**src/gpc_pkg.sv**
```systemverilog
`default_nettype none

package gpc_pkg;

  // Largest grid side held by the map and the row buffer.
  localparam int MAX_SIZE = 16;
  localparam int IDX_W    = $clog2(MAX_SIZE);

  // Fixed field widths.
  localparam int OP_W    = 2;
  localparam int COORD_W = 5;
  localparam int CNT_W   = 28;

  localparam logic [CNT_W-1:0]   CNT_MAX    = '1;
  localparam logic [COORD_W-1:0] GRID_RESET = COORD_W'(16);

  // Operation codes of a request.
  localparam logic [OP_W-1:0] OP_CLEAR = 2'd0;
  localparam logic [OP_W-1:0] OP_BLOCK = 2'd1;
  localparam logic [OP_W-1:0] OP_COUNT = 2'd2;

  typedef enum logic [2:0] {
    ST_IDLE,
    ST_MAP_WR,
    ST_ROW,
    ST_CELL,
    ST_OUT
  } gpc_state_t;

  // Access to the blocked map from the sequencer.
  typedef struct packed {
    logic             clr;
    logic             rd;
    logic             wr;
    logic [IDX_W-1:0] row;
    logic [IDX_W-1:0] col;
  } gpc_map_req_t;

  // Finished count waiting for the output register.
  typedef struct packed {
    logic             valid;
    logic [CNT_W-1:0] count;
    logic             invalid;
  } gpc_res_t;

  // Saturating add of two path counts.
  function automatic logic [CNT_W-1:0] sat_add(input logic [CNT_W-1:0] a,
                                               input logic [CNT_W-1:0] b);
    logic [CNT_W:0] s;
    s = {1'b0, a} + {1'b0, b};
    return s[CNT_W] ? CNT_MAX : s[CNT_W-1:0];
  endfunction

endpackage

`default_nettype wire

```
**src/gpc_req_if.sv**
```systemverilog
`default_nettype none

interface gpc_req_if;
  import gpc_pkg::*;

  logic               valid;
  logic               ready;
  logic [OP_W-1:0]    operation;
  logic [COORD_W-1:0] cell_x;
  logic [COORD_W-1:0] cell_y;

  modport source (output valid, operation, cell_x, cell_y, input ready);
  modport sink (input valid, operation, cell_x, cell_y, output ready);
endinterface

`default_nettype wire

```
**src/gpc_rsp_if.sv**
```systemverilog
`default_nettype none

interface gpc_rsp_if;
  import gpc_pkg::*;

  logic             valid;
  logic             ready;
  logic [CNT_W-1:0] path_count;
  logic             start_invalid;

  modport source (output valid, path_count, start_invalid, input ready);
  modport sink (input valid, path_count, start_invalid, output ready);
endinterface

`default_nettype wire

```
**src/grid_path_count_with_obstacles_core.sv**
```systemverilog
// Lattice path counter with blocked cells.
// Requests arrive on the request channel (valid/ready): operation 0 clears
// the blocked map, 1 marks cell (cell_x, cell_y) blocked, 2 asks for the
// number of right/down paths from that cell to corner (grid_size, grid_size).
// Only a count returns an item on the result channel (valid/ready).
// grid_size is to be written through cfg_wen/cfg_wdata only while the
// block is idle; the block itself does not enforce this. A clear is done
// when it is accepted; a block reads the map row, then writes it back in
// ST_MAP_WR. A count sweeps rows from the bottom up: each row fetches its
// map word in ST_ROW, then updates one cell a cycle in ST_CELL, from the
// right edge to the start column.
// A start outside the grid skips the sweep and goes straight to ST_OUT.
// The output register holds a finished result while new requests are
// taken; a second result waits in the sweep until the receiver takes the
// first, and no request is accepted meanwhile.
// Reset empties the blocked map at once, sets grid_size to 16 and drops
// any pending result.
`default_nettype none

module grid_path_count_with_obstacles_core (
  input  wire logic                        clk,
  input  wire logic                        rst,
  input  wire logic                        cfg_wen,
  input  wire logic [gpc_pkg::COORD_W-1:0] cfg_wdata,
  gpc_req_if.sink                          request,
  gpc_rsp_if.source                        result
);
  import gpc_pkg::*;

  logic [COORD_W-1:0] grid_size;
  logic [MAX_SIZE-1:0] row_bits;
  gpc_map_req_t       map_req;
  gpc_res_t           res;
  logic               res_take;

  // Grid size register.
  always_ff @(posedge clk) begin
    if (rst) begin
      grid_size <= GRID_RESET;
    end else if (cfg_wen) begin
      grid_size <= cfg_wdata;
    end
  end

  gpc_map u_map (
    .clk      (clk),
    .rst      (rst),
    .req      (map_req),
    .row_bits (row_bits)
  );

  gpc_seq u_seq (
    .clk       (clk),
    .rst       (rst),
    .request   (request),
    .grid_size (grid_size),
    .map_req   (map_req),
    .row_bits  (row_bits),
    .res       (res),
    .res_take  (res_take)
  );

  // Output register: loads when empty or being emptied.
  assign res_take = res.valid && (!result.valid || result.ready);

  always_ff @(posedge clk) begin
    if (rst) begin
      result.valid <= 1'b0;
    end else if (res_take) begin
      result.valid <= 1'b1;
    end else if (result.ready) begin
      result.valid <= 1'b0;
    end
  end

  always_ff @(posedge clk) begin
    if (res_take) begin
      result.path_count    <= res.count;
      result.start_invalid <= res.invalid;
    end
  end

endmodule

`default_nettype wire

```
**src/gpc_ram.sv**
```systemverilog
`default_nettype none

module gpc_ram #(
  parameter int WIDTH = 8,
  parameter int DEPTH = 16
) (
  input  wire logic                     clk,
  input  wire logic                     wr_en,
  input  wire logic [$clog2(DEPTH)-1:0] wr_addr,
  input  wire logic [WIDTH-1:0]         wr_data,
  input  wire logic                     rd_en,
  input  wire logic [$clog2(DEPTH)-1:0] rd_addr,
  output logic      [WIDTH-1:0]         rd_data
);

  logic [WIDTH-1:0] mem [DEPTH];

  // One write port, one registered read port.
  always_ff @(posedge clk) begin
    if (wr_en) begin
      mem[wr_addr] <= wr_data;
    end
    if (rd_en) begin
      rd_data <= mem[rd_addr];
    end
  end

endmodule

`default_nettype wire

```
**src/gpc_map.sv**
```systemverilog
`default_nettype none

module gpc_map (
  input  wire logic                  clk,
  input  wire logic                  rst,
  input  wire gpc_pkg::gpc_map_req_t req,
  output logic [gpc_pkg::MAX_SIZE-1:0] row_bits
);
  import gpc_pkg::*;

  logic [MAX_SIZE-1:0] row_valid;
  logic                row_ok;
  logic [MAX_SIZE-1:0] ram_rd_data;
  logic [MAX_SIZE-1:0] wr_data;

  // A row never written since the last clear reads as all open.
  assign row_bits = row_ok ? ram_rd_data : '0;

  // A block merges one bit into the row read in the cycle before.
  assign wr_data = row_bits | (MAX_SIZE'(1) << req.col);

  gpc_ram #(
    .WIDTH (MAX_SIZE),
    .DEPTH (MAX_SIZE)
  ) u_ram (
    .clk     (clk),
    .wr_en   (req.wr),
    .wr_addr (req.row),
    .wr_data (wr_data),
    .rd_en   (req.rd),
    .rd_addr (req.row),
    .rd_data (ram_rd_data)
  );

  // Row valid bits: a clear drops them all at once.
  always_ff @(posedge clk) begin
    if (rst) begin
      row_valid <= '0;
      row_ok    <= 1'b0;
    end else begin
      if (req.clr) begin
        row_valid <= '0;
      end else if (req.wr) begin
        row_valid[req.row] <= 1'b1;
      end
      if (req.rd) begin
        row_ok <= row_valid[req.row];
      end
    end
  end

endmodule

`default_nettype wire

```
**src/gpc_seq.sv**
```systemverilog
`default_nettype none

module gpc_seq (
  input  wire logic                       clk,
  input  wire logic                       rst,
  gpc_req_if.sink                         request,
  input  wire logic [gpc_pkg::COORD_W-1:0] grid_size,
  output gpc_pkg::gpc_map_req_t           map_req,
  input  wire logic [gpc_pkg::MAX_SIZE-1:0] row_bits,
  output gpc_pkg::gpc_res_t               res,
  input  wire logic                       res_take
);
  import gpc_pkg::*;

  gpc_state_t state, state_next;

  logic [COORD_W-1:0] n;
  logic [COORD_W-1:0] cx;
  logic [COORD_W-1:0] cy;
  logic [COORD_W-1:0] y;
  logic [COORD_W-1:0] x;
  logic [COORD_W-1:0] p_x;
  logic [CNT_W-1:0]   right;
  logic [CNT_W-1:0]   res_count;
  logic               res_invalid;

  logic               accept;
  logic [COORD_W-1:0] n_in;
  logic               start_bad;
  logic               block_ok;

  logic [IDX_W-1:0]   p_idx;
  logic               last_col;
  logic               last_row;
  logic [CNT_W-1:0]   right_v;
  logic [CNT_W-1:0]   below_v;
  logic [CNT_W-1:0]   v;
  logic               issue;
  logic               row_done;

  logic               buf_rd_en;
  logic [IDX_W-1:0]   buf_rd_addr;
  logic               buf_wr_en;
  logic [CNT_W-1:0]   buf_rd_data;

  assign request.ready = (state == ST_IDLE);
  assign accept        = request.valid && request.ready;

  // Size in use: zero counts as one, anything above the map as the map.
  always_comb begin
    if (grid_size == '0) begin
      n_in = COORD_W'(1);
    end else if (int'(grid_size) > MAX_SIZE) begin
      n_in = COORD_W'(MAX_SIZE);
    end else begin
      n_in = grid_size;
    end
  end

  assign start_bad = (request.cell_x == '0) || (request.cell_x > n_in) ||
                     (request.cell_y == '0) || (request.cell_y > n_in);
  assign block_ok  = (request.cell_x != '0) && (int'(request.cell_x) <= MAX_SIZE) &&
                     (request.cell_y != '0) && (int'(request.cell_y) <= MAX_SIZE);

  // Cell update: zero if blocked, one at the corner, else right + below.
  assign p_idx    = IDX_W'(p_x - COORD_W'(1));
  assign last_col = (p_x == n);
  assign last_row = (y == n);
  assign right_v  = last_col ? '0 : right;
  assign below_v  = last_row ? '0 : buf_rd_data;

  always_comb begin
    if (row_bits[p_idx]) begin
      v = '0;
    end else if (last_col && last_row) begin
      v = CNT_W'(1);
    end else begin
      v = sat_add(right_v, below_v);
    end
  end

  assign issue    = (state == ST_CELL) && (x >= cx);
  assign row_done = (state == ST_CELL) && (p_x == cx);

  // Next state.
  always_comb begin
    state_next = state;
    unique case (state)
      ST_IDLE: begin
        if (accept) begin
          priority case (request.operation)
            OP_BLOCK: state_next = block_ok ? ST_MAP_WR : ST_IDLE;
            OP_COUNT: state_next = start_bad ? ST_OUT : ST_ROW;
            default:  state_next = ST_IDLE;
          endcase
        end
      end
      ST_MAP_WR: state_next = ST_IDLE;
      ST_ROW:    state_next = ST_CELL;
      ST_CELL: begin
        if (row_done) begin
          state_next = (y == cy) ? ST_OUT : ST_ROW;
        end
      end
      ST_OUT: begin
        if (res_take) begin
          state_next = ST_IDLE;
        end
      end
      default: state_next = ST_IDLE;
    endcase
  end

  // Memory controls and the result.
  always_comb begin
    map_req     = '0;
    buf_rd_en   = 1'b0;
    buf_rd_addr = p_idx;
    buf_wr_en   = 1'b0;
    unique case (state)
      ST_IDLE: begin
        map_req.clr = accept && (request.operation == OP_CLEAR);
        map_req.rd  = accept && (request.operation == OP_BLOCK) && block_ok;
        map_req.row = IDX_W'(request.cell_y - COORD_W'(1));
        map_req.col = IDX_W'(request.cell_x - COORD_W'(1));
      end
      ST_MAP_WR: begin
        map_req.wr  = 1'b1;
        map_req.row = IDX_W'(cy - COORD_W'(1));
        map_req.col = IDX_W'(cx - COORD_W'(1));
      end
      ST_ROW: begin
        map_req.rd  = 1'b1;
        map_req.row = IDX_W'(y - COORD_W'(1));
        buf_rd_en   = 1'b1;
        buf_rd_addr = IDX_W'(n - COORD_W'(1));
      end
      ST_CELL: begin
        buf_wr_en   = 1'b1;
        buf_rd_en   = issue;
        buf_rd_addr = IDX_W'(x - COORD_W'(1));
      end
      ST_OUT: begin
      end
      default: begin
      end
    endcase
  end

  assign res.valid   = (state == ST_OUT);
  assign res.count   = res_count;
  assign res.invalid = res_invalid;

  gpc_ram #(
    .WIDTH (CNT_W),
    .DEPTH (MAX_SIZE)
  ) u_row_buf (
    .clk     (clk),
    .wr_en   (buf_wr_en),
    .wr_addr (p_idx),
    .wr_data (v),
    .rd_en   (buf_rd_en),
    .rd_addr (buf_rd_addr),
    .rd_data (buf_rd_data)
  );

  // State register.
  always_ff @(posedge clk) begin
    if (rst) begin
      state <= ST_IDLE;
    end else begin
      state <= state_next;
    end
  end

  // Sweep counters and result registers.
  always_ff @(posedge clk) begin
    if (accept) begin
      n           <= n_in;
      cx          <= request.cell_x;
      cy          <= request.cell_y;
      y           <= n_in;
      res_count   <= '0;
      res_invalid <= start_bad;
    end
    if (state == ST_ROW) begin
      p_x <= n;
      x   <= n - COORD_W'(1);
    end
    if (issue) begin
      p_x <= x;
      x   <= x - COORD_W'(1);
    end
    if (state == ST_CELL) begin
      right <= v;
    end
    if (row_done) begin
      if (y == cy) begin
        res_count <= v;
      end else begin
        y <= y - COORD_W'(1);
      end
    end
  end

endmodule

`default_nettype wire

```
**src/flat_wrapper.sv**
```systemverilog
// flat-port wrapper written by rule: the top's interface ports become plain ports
module grid_path_count_with_obstacles_core_flat import gpc_pkg::*;
  (clk, rst, cfg_wen, cfg_wdata, request_valid, request_operation, request_cell_x, request_cell_y, request_ready, result_valid, result_path_count, result_start_invalid, result_ready);
  gpc_req_if request_i ();
  gpc_rsp_if result_i ();
  input  wire logic clk;
  input  wire logic rst;
  input  wire logic cfg_wen;
  input  wire logic [gpc_pkg::COORD_W-1:0] cfg_wdata;
  input wire logic [$bits(request_i.valid)-1:0] request_valid;
  input wire logic [$bits(request_i.operation)-1:0] request_operation;
  input wire logic [$bits(request_i.cell_x)-1:0] request_cell_x;
  input wire logic [$bits(request_i.cell_y)-1:0] request_cell_y;
  output wire logic [$bits(request_i.ready)-1:0] request_ready;
  output wire logic [$bits(result_i.valid)-1:0] result_valid;
  output wire logic [$bits(result_i.path_count)-1:0] result_path_count;
  output wire logic [$bits(result_i.start_invalid)-1:0] result_start_invalid;
  input wire logic [$bits(result_i.ready)-1:0] result_ready;
  assign request_i.valid = request_valid;
  assign request_i.operation = request_operation;
  assign request_i.cell_x = request_cell_x;
  assign request_i.cell_y = request_cell_y;
  assign request_ready = request_i.ready;
  assign result_valid = result_i.valid;
  assign result_path_count = result_i.path_count;
  assign result_start_invalid = result_i.start_invalid;
  assign result_i.ready = result_ready;
  grid_path_count_with_obstacles_core u_core (.clk(clk), .rst(rst), .cfg_wen(cfg_wen), .cfg_wdata(cfg_wdata), .request(request_i), .result(result_i));
endmodule
```
**config.mk**
```make
export PLATFORM = sky130hd
export DESIGN_NAME = grid_path_count_with_obstacles_core_flat
export DESIGN_NICKNAME = d
export VERILOG_FILES = /design/src/gpc_pkg.sv /design/src/gpc_req_if.sv /design/src/gpc_rsp_if.sv /design/src/grid_path_count_with_obstacles_core.sv /design/src/gpc_ram.sv /design/src/gpc_map.sv /design/src/gpc_seq.sv /design/src/flat_wrapper.sv
export SDC_FILE = /design/constraint.sdc
export NUM_CORES = 1
export LEC_CHECK = 0
export BUFFER_PORTS_ARGS = -buffer_cell sky130_fd_sc_hd__buf_2
export CORE_UTILIZATION = 45
export DETAILED_ROUTE_END_ITERATION = 8
export HOLD_SLACK_MARGIN = 0.06
export PLACE_DENSITY = 0.61
export REMOVE_ABC_BUFFERS = 1
export SYNTH_ARGS = -nofsm -noshare
export SYNTH_HDL_FRONTEND = slang
export SYNTH_SLANG_ARGS = --single-unit
```
**constraint.sdc**
```tcl
create_clock -name clk -period 4.63 [get_ports clk]
set_input_delay 0.2315 -clock clk [delete_from_list [all_inputs] [get_ports clk]]
set_output_delay 0.2315 -clock clk [all_outputs]
set_load 0.05 [all_outputs]
```
Word level (Yosys, flattened, before mapping)
Memories as Yosys holds them, arrays and structs flattened. A register that Yosys moved wholly into a read port is not among the register bits.
Cells that the tools add are included.
{ "totals": {"wordCells": 126, "ramBits": 704, "memories": 2, "romBits": 0, "latchBits": 0, "output_inout_bits": 31, "regBits": 142} }
{ "memory_table": {"columns": ["name", "words", "word_bits", "rd", "rd_ports_with_merged_regs", "write_ports", "line_no", "rtl"], "rows": [
  ["u_core.u_seq.u_row_buf.mem", 16, 28, 1, 1, 1, "gpc_ram.sv:16", "logic [WIDTH-1:0] mem [DEPTH];"],
  ["u_core.u_map.u_ram.mem", 16, 16, 1, 1, 1, "gpc_ram.sv:16", null]
]} }
{ "op_classes": {"bitwise_logic": 2, "n_addsub": 9, "n_reduce_logical": 28, "div_mod_pow": 0, "mux": 46, "magnitude_cmp": 9, "shifts": 1, "n_mul": 0, "eq_ne": 13} }
{ "op_table": {"columns": ["operator", "n"], "rows": [
  ["2-to-1 mux 28 bit", 8],
  ["2-to-1 mux 5 bit", 9],
  ["bitwise OR 16 bit", 2],
  ["adder 28 x 28 -> 29 bit", 1],
  ["== test 5 bit", 4],
  ["subtractor 4 x 1 -> 4 bit, second input constant", 5],
  ["2-to-1 mux 16 bit", 1],
  ["case mux 4 bit (2 select lines)", 2],
  ["<< shifter 1 x 4 -> 16 bit, first input constant", 1],
  ["logical NOT 5 bit", 3],
  ["2-to-1 mux 3 bit", 5],
  ["subtractor 5 x 1 -> 5 bit, second input constant", 3],
  ["2-to-1 mux 1 bit", 13],
  ["logical AND 1 bit", 12],
  ["case mux 3 bit (4 select lines)", 1],
  ["case mux 4 bit (3 select lines)", 1],
  ["greater-than comparator 5 bit", 2],
  ["less-or-equal comparator 5 bit, second input constant", 2],
  ["less-than comparator 4 x 5 -> 1 bit, second input constant", 2],
  ["nonzero test 5 bit", 2],
  ["binary-select mux 1 bit (select 4 bit)", 2],
  ["== test 3 x 2 -> 1 bit, second input constant", 2],
  ["case mux 3 bit (2 select lines)", 1],
  ["greater-or-equal comparator 5 bit", 1],
  ["17 further kinds", 23]
]} }

Logic depth before layout (Yosys ltp)
Gate-level depths: netlist of run 1.
{ "depth": {"word_depth": 11, "mapped_depth": 17, "depth_no_buf": 15} }

Cells and area by module
From an unflattened synthesis of run 1, not the netlist that was laid out.
{ "unflattened": {"cells_unflattened": 2112, "hier_area_um2": 37008.0} }
{ "modules_own_cells": {"columns": ["mod", "n_inst", "cells_each", "seq_area_each_um2", "area_per_inst_um2"], "rows": [
  ["gpc_ram at u_core.u_seq.u_row_buf", 1, 735, 14293.7, 17814.6],
  ["gpc_ram at u_core.u_map.u_ram", 1, 432, 8167.8, 10202.3],
  ["gpc_seq", 1, 778, 2342.2, 6890.4],
  ["grid_path_count_with_obstacles_core", 1, 50, 991.0, 1096.1],
  ["gpc_map", 1, 117, 340.3, 1004.7]
]} }

Worst setup path after synthesis of run 1
OpenSTA, ideal clock, no wires.
{ "synth_path": {"kind": "reg-to-reg", "startpoint": "reg u_core.u_seq.p_x[0]", "endpoint": "reg u_core.u_seq.right[22] (data pin)", "t_required_ns": 4.349, "path_slack_ns": 0.620, "arrival_time_ns": 3.728, "stages_incl_launch_ff": 18, "cell_sequence": "edfxtp_1 > buf_4 > xor2_1 > nor3_1 > nand3_1 > clkbuf_1 > and2_1 > ha_1 > fa_1 > a211oi_1 > o21a_1 > o31ai_4 > a31oi_1 > a21oi_1 > a21oi_1 > xnor2_1 > nor2_1 > nor2_1"} }
{ "synth_via": {"elab_chain_len": 6} }
{ "synth_lines": {"columns": ["item", "line_no", "rtl"], "rows": [
  ["start, declared", "gpc_seq.sv:22", "logic [COORD_W-1:0] p_x;"],
  ["start signal, assigned", "gpc_seq.sv:187", "p_x <= n;"],
  ["== test 5 bit", "gpc_seq.sv:67", "assign last_col = (p_x == n);"],
  ["2-to-1 mux 28 bit", "gpc_seq.sv:69", "assign right_v = last_col ? '0 : right;"],
  ["adder 28 x 28 -> 29 bit", "gpc_pkg.sv:50", "s = {1'b0, a} + {1'b0, b};"],
  ["2-to-1 mux 28 bit", "gpc_pkg.sv:51", "return s[CNT_W] ? CNT_MAX : s[CNT_W-1:0];"],
  ["2-to-1 mux 28 bit", "gpc_seq.sv:75", "end else if (last_col && last_row) begin"],
  ["2-to-1 mux 28 bit (*)", "gpc_seq.sv:73", "if (row_bits[p_idx]) begin"],
  ["named net u_core.u_seq.u_row_buf.wr_data[22]", "gpc_ram.sv:10", "input wire logic [WIDTH-1:0] wr_data,"],
  ["end signal, assigned", "gpc_seq.sv:195", "right <= v;"],
  ["end, declared", "gpc_seq.sv:23", "logic [CNT_W-1:0] right;"]
]} }
The timed path passes the listed nets; every way through them passes the cells marked *. The select of a mux whose other input is x is not followed.
A chain may end at the register's enable or synchronous reset.

Final worst setup path of run 1
{ "layout_path": {"startpoint": "reg u_core.u_seq.n[0]", "endpoint": "mem u_core.u_seq.u_row_buf.mem[1][23] (netlist bit) (data pin)"} }
{ "layout_via": {"elab_chain_len": 6} }
{ "layout_lines": {"columns": ["item", "line_no", "rtl"], "rows": [
  ["start, declared", "gpc_seq.sv:17", "logic [COORD_W-1:0] n;"],
  ["start signal, assigned", "gpc_seq.sv:179", "n <= n_in;"],
  ["== test 5 bit, on equally long branches", "gpc_seq.sv:67, gpc_seq.sv:68", null],
  ["2-to-1 mux 28 bit, on equally long branches", "gpc_seq.sv:69, gpc_seq.sv:70", null],
  ["adder 28 x 28 -> 29 bit", "gpc_pkg.sv:50", null],
  ["2-to-1 mux 28 bit", "gpc_pkg.sv:51", null],
  ["2-to-1 mux 28 bit (*)", "gpc_seq.sv:75", null],
  ["2-to-1 mux 28 bit (*)", "gpc_seq.sv:73", null],
  ["named net u_core.u_seq.u_row_buf.wr_data[23]", "gpc_ram.sv:10", null],
  ["end, declared", "gpc_ram.sv:16", null]
]} }
The timed path passes the listed nets; every way through them passes the cells marked *.

==> impl_metrics.toml, run 1 <==
[cells_and_area]
syn_to_final_growth_pct = 14.6
nets = 2374
final_cell_mix = "edfxtp_1, mux4_2, nand2_1, and2_1, clkbuf_16"
final_area_um2 = 42000
drive_above_1_share_pct = 23.3
layout.cells.most_common = "edfxtp_1"
antenna_cells = 0

[sta]
fin_setup_tns_ns = 0
timing.fmax_ghz = 0.233
tightest_slew_ns = 1.26
clock_skew_ns = 0.0417
hold_viol_final = 0
final.period_utilization_pct = 92.7
setup_viol = 0
drv_slew = 0
rsz0062_at_grt = "no"
layout_min_cycle_time_ns = 4.29
setup_ws_ns = 0.337
slew_headroom_pct = 15.9

[global_routing]
grt_max_degree = 57
track_usage_pct = 21.0
antenna_found_initial = 0
grt_use_met1_pct = 28.6
grt_overflow = 0
use_met3_pct = 2.42
grt_pass1_wl_um = 128000
busiest_layer = "met2"
met2_usage_pct = 35.4
grt_pass1_vias = 20300

[routing]
drc = 0
viasPerCell = 5.75
wl_um = 85700
firstDrtPassIters = 5
antenna_left = 0
dr.first_iter.drc_count = 1930
vias = 19700
wire_per_inst_um = 25.0

[pwr]
p_leak_nw = 14.0
ir_drop_v = 0.000335
total_power_mw = 17.1
p_per_area_nw_per_um2 = 407

[die]
die_w_um = 287
initial_utilization_pct = 45.5
num_rows = 104
ios = 53
dieArea_um2 = 82600
core-area_um2 = 80500
die_h_um = 287

[critical_path]
cp.arrival_ns = 4.62
path_class = "flop to flop"
critPathLaunchType = "flop"
required_ns = 4.96
r2r-start = "u_core.u_seq.n[0]"
reg2reg_slack_ns = 0.34
critPathCaptureType = "flop"
crit_fanout = 29
worstRegToRegCells = 16
r2r_end = "u_core.u_seq.u_row_buf.mem[1][23]"

[synthesis]
ys_top_cells_by_area = "edfxtp_1, mux4_2, dfxtp_1"
synth_top_area_share_pct = 68.0
synthFlopType = "edfxtp_1"
synth-async-reset-ratio_pct = 0
syn_inst = 2120
synth-seq-cells = 890
synthesis.area_um2 = 36700
seq_area_frac_synth_pct = 71.3
synth_cell_type_count = 68
synth_edf_count = 831
yosys.area.top_type = "edfxtp_1"
syn_avg_cell_area_um2 = 17.3
yosys_warnings = 0

[cts]
clk_latency_ns = 0.65
cts_tree = "built"
cts.sinks = 890
postCtsSetupRepairBufs = 0
clkTransAtPathRegs_ns = 0.06
clockRootBuffer = "clkbuf_16"
h-tree-depth = 3
cts_buffer_depth = 3
cts-buffers-inserted = 89

[worst_hold_path]
min_path_type = "input port to flop"
hold_start = "request_operation[1]"
whs_path_depth = 5
worst_hold_path.endpoint = "u_core.u_seq.state[1]"

[place]
routabilityCongestion = 0.863
place_hpwl_um = 49900
preCtsSetupSlack_ns = -0.0120
io_buffers = 52
placed_area_um2 = 38800

[run_status]
status = "finished clean"

[job]
max_cap_violations = 0
-- cells in the mapped netlist, types with 4 or more instances --
| master | number |
|---|---|
| mux2i_1 | 18 |
| nor4_1 | 5 |
| nand3_1 | 11 |
| nor2_2 | 4 |
| o21ai_1 | 26 |
| ha_1 | 57 |
| o21a_1 | 27 |
| buf_6 | 13 |
| and3_1 | 5 |
| nor2b_1 | 9 |
| buf_4 | 11 |
| o21ai_0 | 25 |
| o21bai_1 | 5 |
| xnor2_1 | 32 |
| clkbuf_1 | 40 |
| a21oi_1 | 46 |
| and2_1 | 108 |
| dfxtp_1 | 59 |
| nand2b_1 | 6 |
| nor3_1 | 21 |
| o211ai_1 | 4 |
| nor2_1 | 126 |
| a31oi_1 | 53 |
| a21o_1 | 12 |
| a22o_1 | 17 |
| xor2_1 | 24 |
| buf_2 | 33 |
| nand4_1 | 6 |
| edfxtp_1 | 831 |
| mux4_2 | 184 |
| nand2_1 | 166 |
| inv_1 | 35 |
| a211oi_1 | 50 |
-- how the worst max path moves through the flow --
stage,start,endpoint,slack [ns],cells after the start
6_report,u_core.u_seq.n[0],u_core.u_seq.u_row_buf.mem[1][23],0.34,16
5_1_grt,u_core.u_seq.n[0],u_core.u_seq.u_row_buf.mem[8][4],0.007,15
4_1_cts,u_core.u_seq.n[0],u_core.u_seq.u_row_buf.mem[14][3],0.005,14
3_5_place_dp,u_core.u_seq.n[0],u_core.u_seq.u_row_buf.mem[14][22],-0.01,16
3_3_place_gp,u_core.u_seq.n[0],u_core.u_seq.u_row_buf.mem[12][22],0.19,16
2_1_floorplan,u_core.u_seq.p_x[0],u_core.u_seq.u_row_buf.rd_data[0],-3.67,7
-- final cells by class --
type | instances | area (µm²)
clock buffers | 119 | 2410
clock inverters | 48 | 418
fillers | 6425 | 38500
inverters | 37 | 139
multi-input cells | 1093 | 10100
flip-flops and latches | 890 | 26100
well taps | 1060 | 1330
repair buffers | 183 | 1480
-- flip-flops by register name, summed over array words and instances, names as in the netlist, 16 cells and up --
| register | flops |
|---|---|
| u_core.result.path_count | 28 |
| u_core.u_seq.res_count | 28 |
| u_core.u_map.row_valid | 16 |
| u_core.u_map.u_ram.mem | 256 |
| u_core.u_seq.u_row_buf.rd_data | 28 |
| u_core.u_seq.right | 28 |
| u_core.u_seq.u_row_buf.mem | 448 |
| u_core.u_map.u_ram.rd_data | 16 |
-- what timing repair did --
item	CTS	global route
resized for setup	4	21
setup endpoints to repair	38	357
pin swaps	0	0
hold buffers	30	0
hold endpoints to repair	20	0
-- per-layer routing --
metal | routed length, µm | share of wire (%)
met5 | 0 | 0
met4 | 2220 | 2.6
met3 | 4070 | 4.7
met2 | 42800 | 50
met1 | 36600 | 43
-- where the power goes --
group | switching (mW) | internal, mW | total, mW
logic | 0.741 | 0.444 | 1.19
registers | 0.0286 | 8.95 | 8.98
clock network | 3.06 | 3.87 | 6.93
total | 3.83 | 13.3 | 17.1
-- cell families after synthesis --
kind of cell    synth area share [%]
fa+ha+maj                       2.00
xor+xnor                        1.34
buf+inv                         1.90
simple gates                    6.23
flops                           71.3
mux                             11.9
compound gates                  5.38
-- through the flow --
step	hold slack (ns)	utilization [%]	instances
after floorplan	0.301	-	2020
after global placement	0.403	48.2	3233
after detailed placement	0.411	48.2	3233
after CTS	0.208	52.1	3430
after global routing	0.255	52.2	3430
final	0.244	52.2	3430
-- critical path, cell delays in order (launching register included) --
cell,delay (ns)
edfxtp_1,0.49
xor2_1,0.19
nor3_1,0.17
nand3_1,0.16
buf_4,0.26
and2_1,0.20
ha_1,0.34
and2_1,0.19
a221oi_1,0.35
a21oi_1,0.16
o21a_1,0.24
o21ai_2,0.18
buf_4,0.17
o31ai_1,0.08
xor2_1,0.19
nor2_1,0.09
nor2_2,0.51
Note: power is estimated with default switching activity, not from simulation.
==> run 2: changes to the inputs <==
--- a/config.mk
+++ b/config.mk
@@ -6,9 +6,10 @@
 export NUM_CORES = 1
 export LEC_CHECK = 0
 export BUFFER_PORTS_ARGS = -buffer_cell sky130_fd_sc_hd__buf_2
+export CORE_ASPECT_RATIO = 0.6
 export CORE_UTILIZATION = 45
 export DETAILED_ROUTE_END_ITERATION = 8
-export HOLD_SLACK_MARGIN = 0.06
+export HOLD_SLACK_MARGIN = 0.15
 export PLACE_DENSITY = 0.61
 export REMOVE_ABC_BUFFERS = 1
 export SYNTH_ARGS = -nofsm -noshare
==> impl_metrics.toml, run 2 (synthesis gave the netlist of run 1 again) <==
[die]
die_w_um = 371
num_rows = 80
die_h_um = 223
core-area_um2 = 80100
dieArea_um2 = 82700
initial_utilization_pct = 45.8
ios = 53

[place]
routabilityCongestion = 0.902
placed_area_um2 = 38800
preCtsSetupSlack_ns = -0.120
place_hpwl_um = 51900
dpl.cell_count = 3244
io_buffers = 52

[critical_path]
timing.critical_path.buf_inv = 2
critPathCaptureType = "flop"
critPathLaunchType = "flop"
crit_chain = "xor2_1 -> nor3_1 -> nand3_2 -> buf_4 -> and2_1 -> ha_1 -> nand2_1 -> o21ai_0 -> and2_1 -> nand3_2 -> o31ai_4 -> a31o_4 -> buf_4 -> nor2_1 -> nor2_2"
slowest_stage = "nor2_2"
cp.arrival_ns = 4.71
crit_fanout = 22
cp_top_family = "simple AND/OR/NAND/NOR gates"
path_class = "flop to flop"
r2r-start = "u_core.u_seq.n[0]"
required_ns = 5.01
cp-startpoint = "u_core.u_seq.n[0]"
critPathMaxStageDelay_ns = 0.49

[worst_hold_path]
hold_start = "request_operation[0]"
min_path_type = "input port to flop"

[pwr]
pwr-share-comb_pct = 7.1
p_switching_mw = 3.80
switching_share_pct = 22.1
p_leak_nw = 14.0
sequentialPowerShare_pct = 52.1
p_clk_share_pct = 40.8
p_per_area_nw_per_um2 = 409
p_int_mw = 13.4
ir_drop_v = 0.000332

[sta]
layout_min_cycle_time_ns = 4.33
final.period_utilization_pct = 93.5
drv_slew = 0
setup_ws_ns = 0.301
setup_viol = 0
slew_headroom_pct = 13.8
tightest_slew_ns = 1.29
clock_skew_ns = 0.0223
timing.fmax_ghz = 0.231
hold_viol_final = 0

[cts]
clockRootBuffer = "clkbuf_16"
cts.sinks = 890
clkTransAtPathRegs_ns = 0.06
cts_tree = "built"
clk_latency_ns = 0.68
cts-buffers-inserted = 83
cts_buffer_depth = 3
h-tree-depth = 3

[job]
max_cap_violations = 0

[cells_and_area]
fill_cells = 6391
multi_input_area_um2 = 10200
drive_above_1_share_pct = 23.9
final-instance-count-excl-fill = 3432
largest_reg_flops = 448
antenna_cells = 0
largest_register = "u_core.u_seq.u_row_buf.mem"
final_area_um2 = 42100
syn_to_final_growth_pct = 14.8
final_cell_mix = "edfxtp_1, mux4_2, nand2_1, and2_1, buf_4"
area.sequential_um2 = 26100
nets = 2376
layout.cells.most_common = "edfxtp_1"
largest_registers = "u_core.u_seq.u_row_buf.mem (448), u_core.u_map.u_ram.mem (256)"

[global_routing]
met2_usage_pct = 30.6
track_usage_pct = 21.6
grt_pass1_wl_um = 130000
grt_max_degree = 73
busiest_layer = "met1"
antenna_found_initial = 0
grt_use_met1_pct = 34.1
use_met3_pct = 4.92
grt_pass1_vias = 20100
grt_overflow = 0

[routing]
viasPerCell = 5.81
antenna_left = 0
wl_um = 87700
drc = 0
firstDrtPassIters = 5
dr.first_iter.drc_count = 2411
wire_per_inst_um = 25.6
vias = 19900

[run_status]
status = "finished clean"
## run 2: cell types whose count changed in the layout (fill, tap and decap cells not counted), sizes merged
cell / previous run / this run
buf: 153 / 158
bufinv: 3 / 9
clkbuf: 119 / 109
dlygate4sd3: 30 / 33
clkinv: 36 / 26
clkinvlp: 6 / 8
## run 2: final timing paths
kind | depth (start not counted) | end | slack, ns
setup reg to reg | 15 | u_core.u_seq.u_row_buf.mem[14][7] | 0.30
hold reg to reg | 0 | u_core.result.path_count[3] | 0.43
hold / removal | 6 | u_core.u_seq.state[1] | 0.32
setup / recovery | 15 | u_core.u_seq.u_row_buf.mem[14][7] | 0.30
## run 2: final cells by class
type,count,share of cell area [%]
Inverter,37,0.330
Timing Repair Buffer,191,3.53
Tap cell,1066,3.17
Multi-Input combinational cell,1093,24.2
Clock buffer,109,5.46
Clock inverter,46,1.22
Sequential cell,890,62.1
## run 2: what timing repair did
action | in CTS | in global routing
resized for setup | 4 | 32
hold buffers | 33 | 0
endpoints found under the hold margin | 21 | 0
buffers inserted | 0 | 0
setup endpoints to repair | 67 | 436
## run 2: metrics by stage
stage          setup TNS (ns)  power, mW  utilization [%]  hold WS, ns
6_report                    0       17.2             52.6        0.317
5_1_grt               -0.0252       17.8             52.6        0.309
4_1_cts                     0       17.3             52.4        0.242
3_5_place_dp            -4.62       10.3             48.5        0.426
3_3_place_gp                0       10.3             48.5        0.413
2_1_floorplan         -150.88       9.93                -        0.301
## run 2: power by group through the flow
| stage | Combinational [mW] | Sequential, mW | Clock (mW) |
|---|---|---|---|
| global placement | 1.14 | 9.15 | 0 |
| global route | 1.33 | 8.97 | 7.46 |
| CTS | 1.20 | 8.98 | 7.17 |
| floorplan | 0.774 | 9.15 | 0 |
| finish | 1.22 | 8.97 | 7.03 |
| detailed placement | 1.16 | 9.15 | 0 |
## run 2: layer usage
metal | share of wire (%) | wire length (µm)
met5 | 0 | 0
met4 | 1.7 | 1460
met3 | 8.2 | 7230
met2 | 43 | 37800
met1 | 47 | 41200
## run 2: worst register-to-register path, stage by stage (launching register included)
cell and delay, ns:
edfxtp_1 0.47, xor2_1 0.18, nor3_1 0.23, nand3_2 0.21, buf_4 0.28, and2_1 0.21, ha_1 0.37, nand2_1 0.07
o21ai_0 0.23, and2_1 0.26, nand3_2 0.15, o31ai_4 0.24, a31o_4 0.39, buf_4 0.19, nor2_1 0.06, nor2_2 0.49
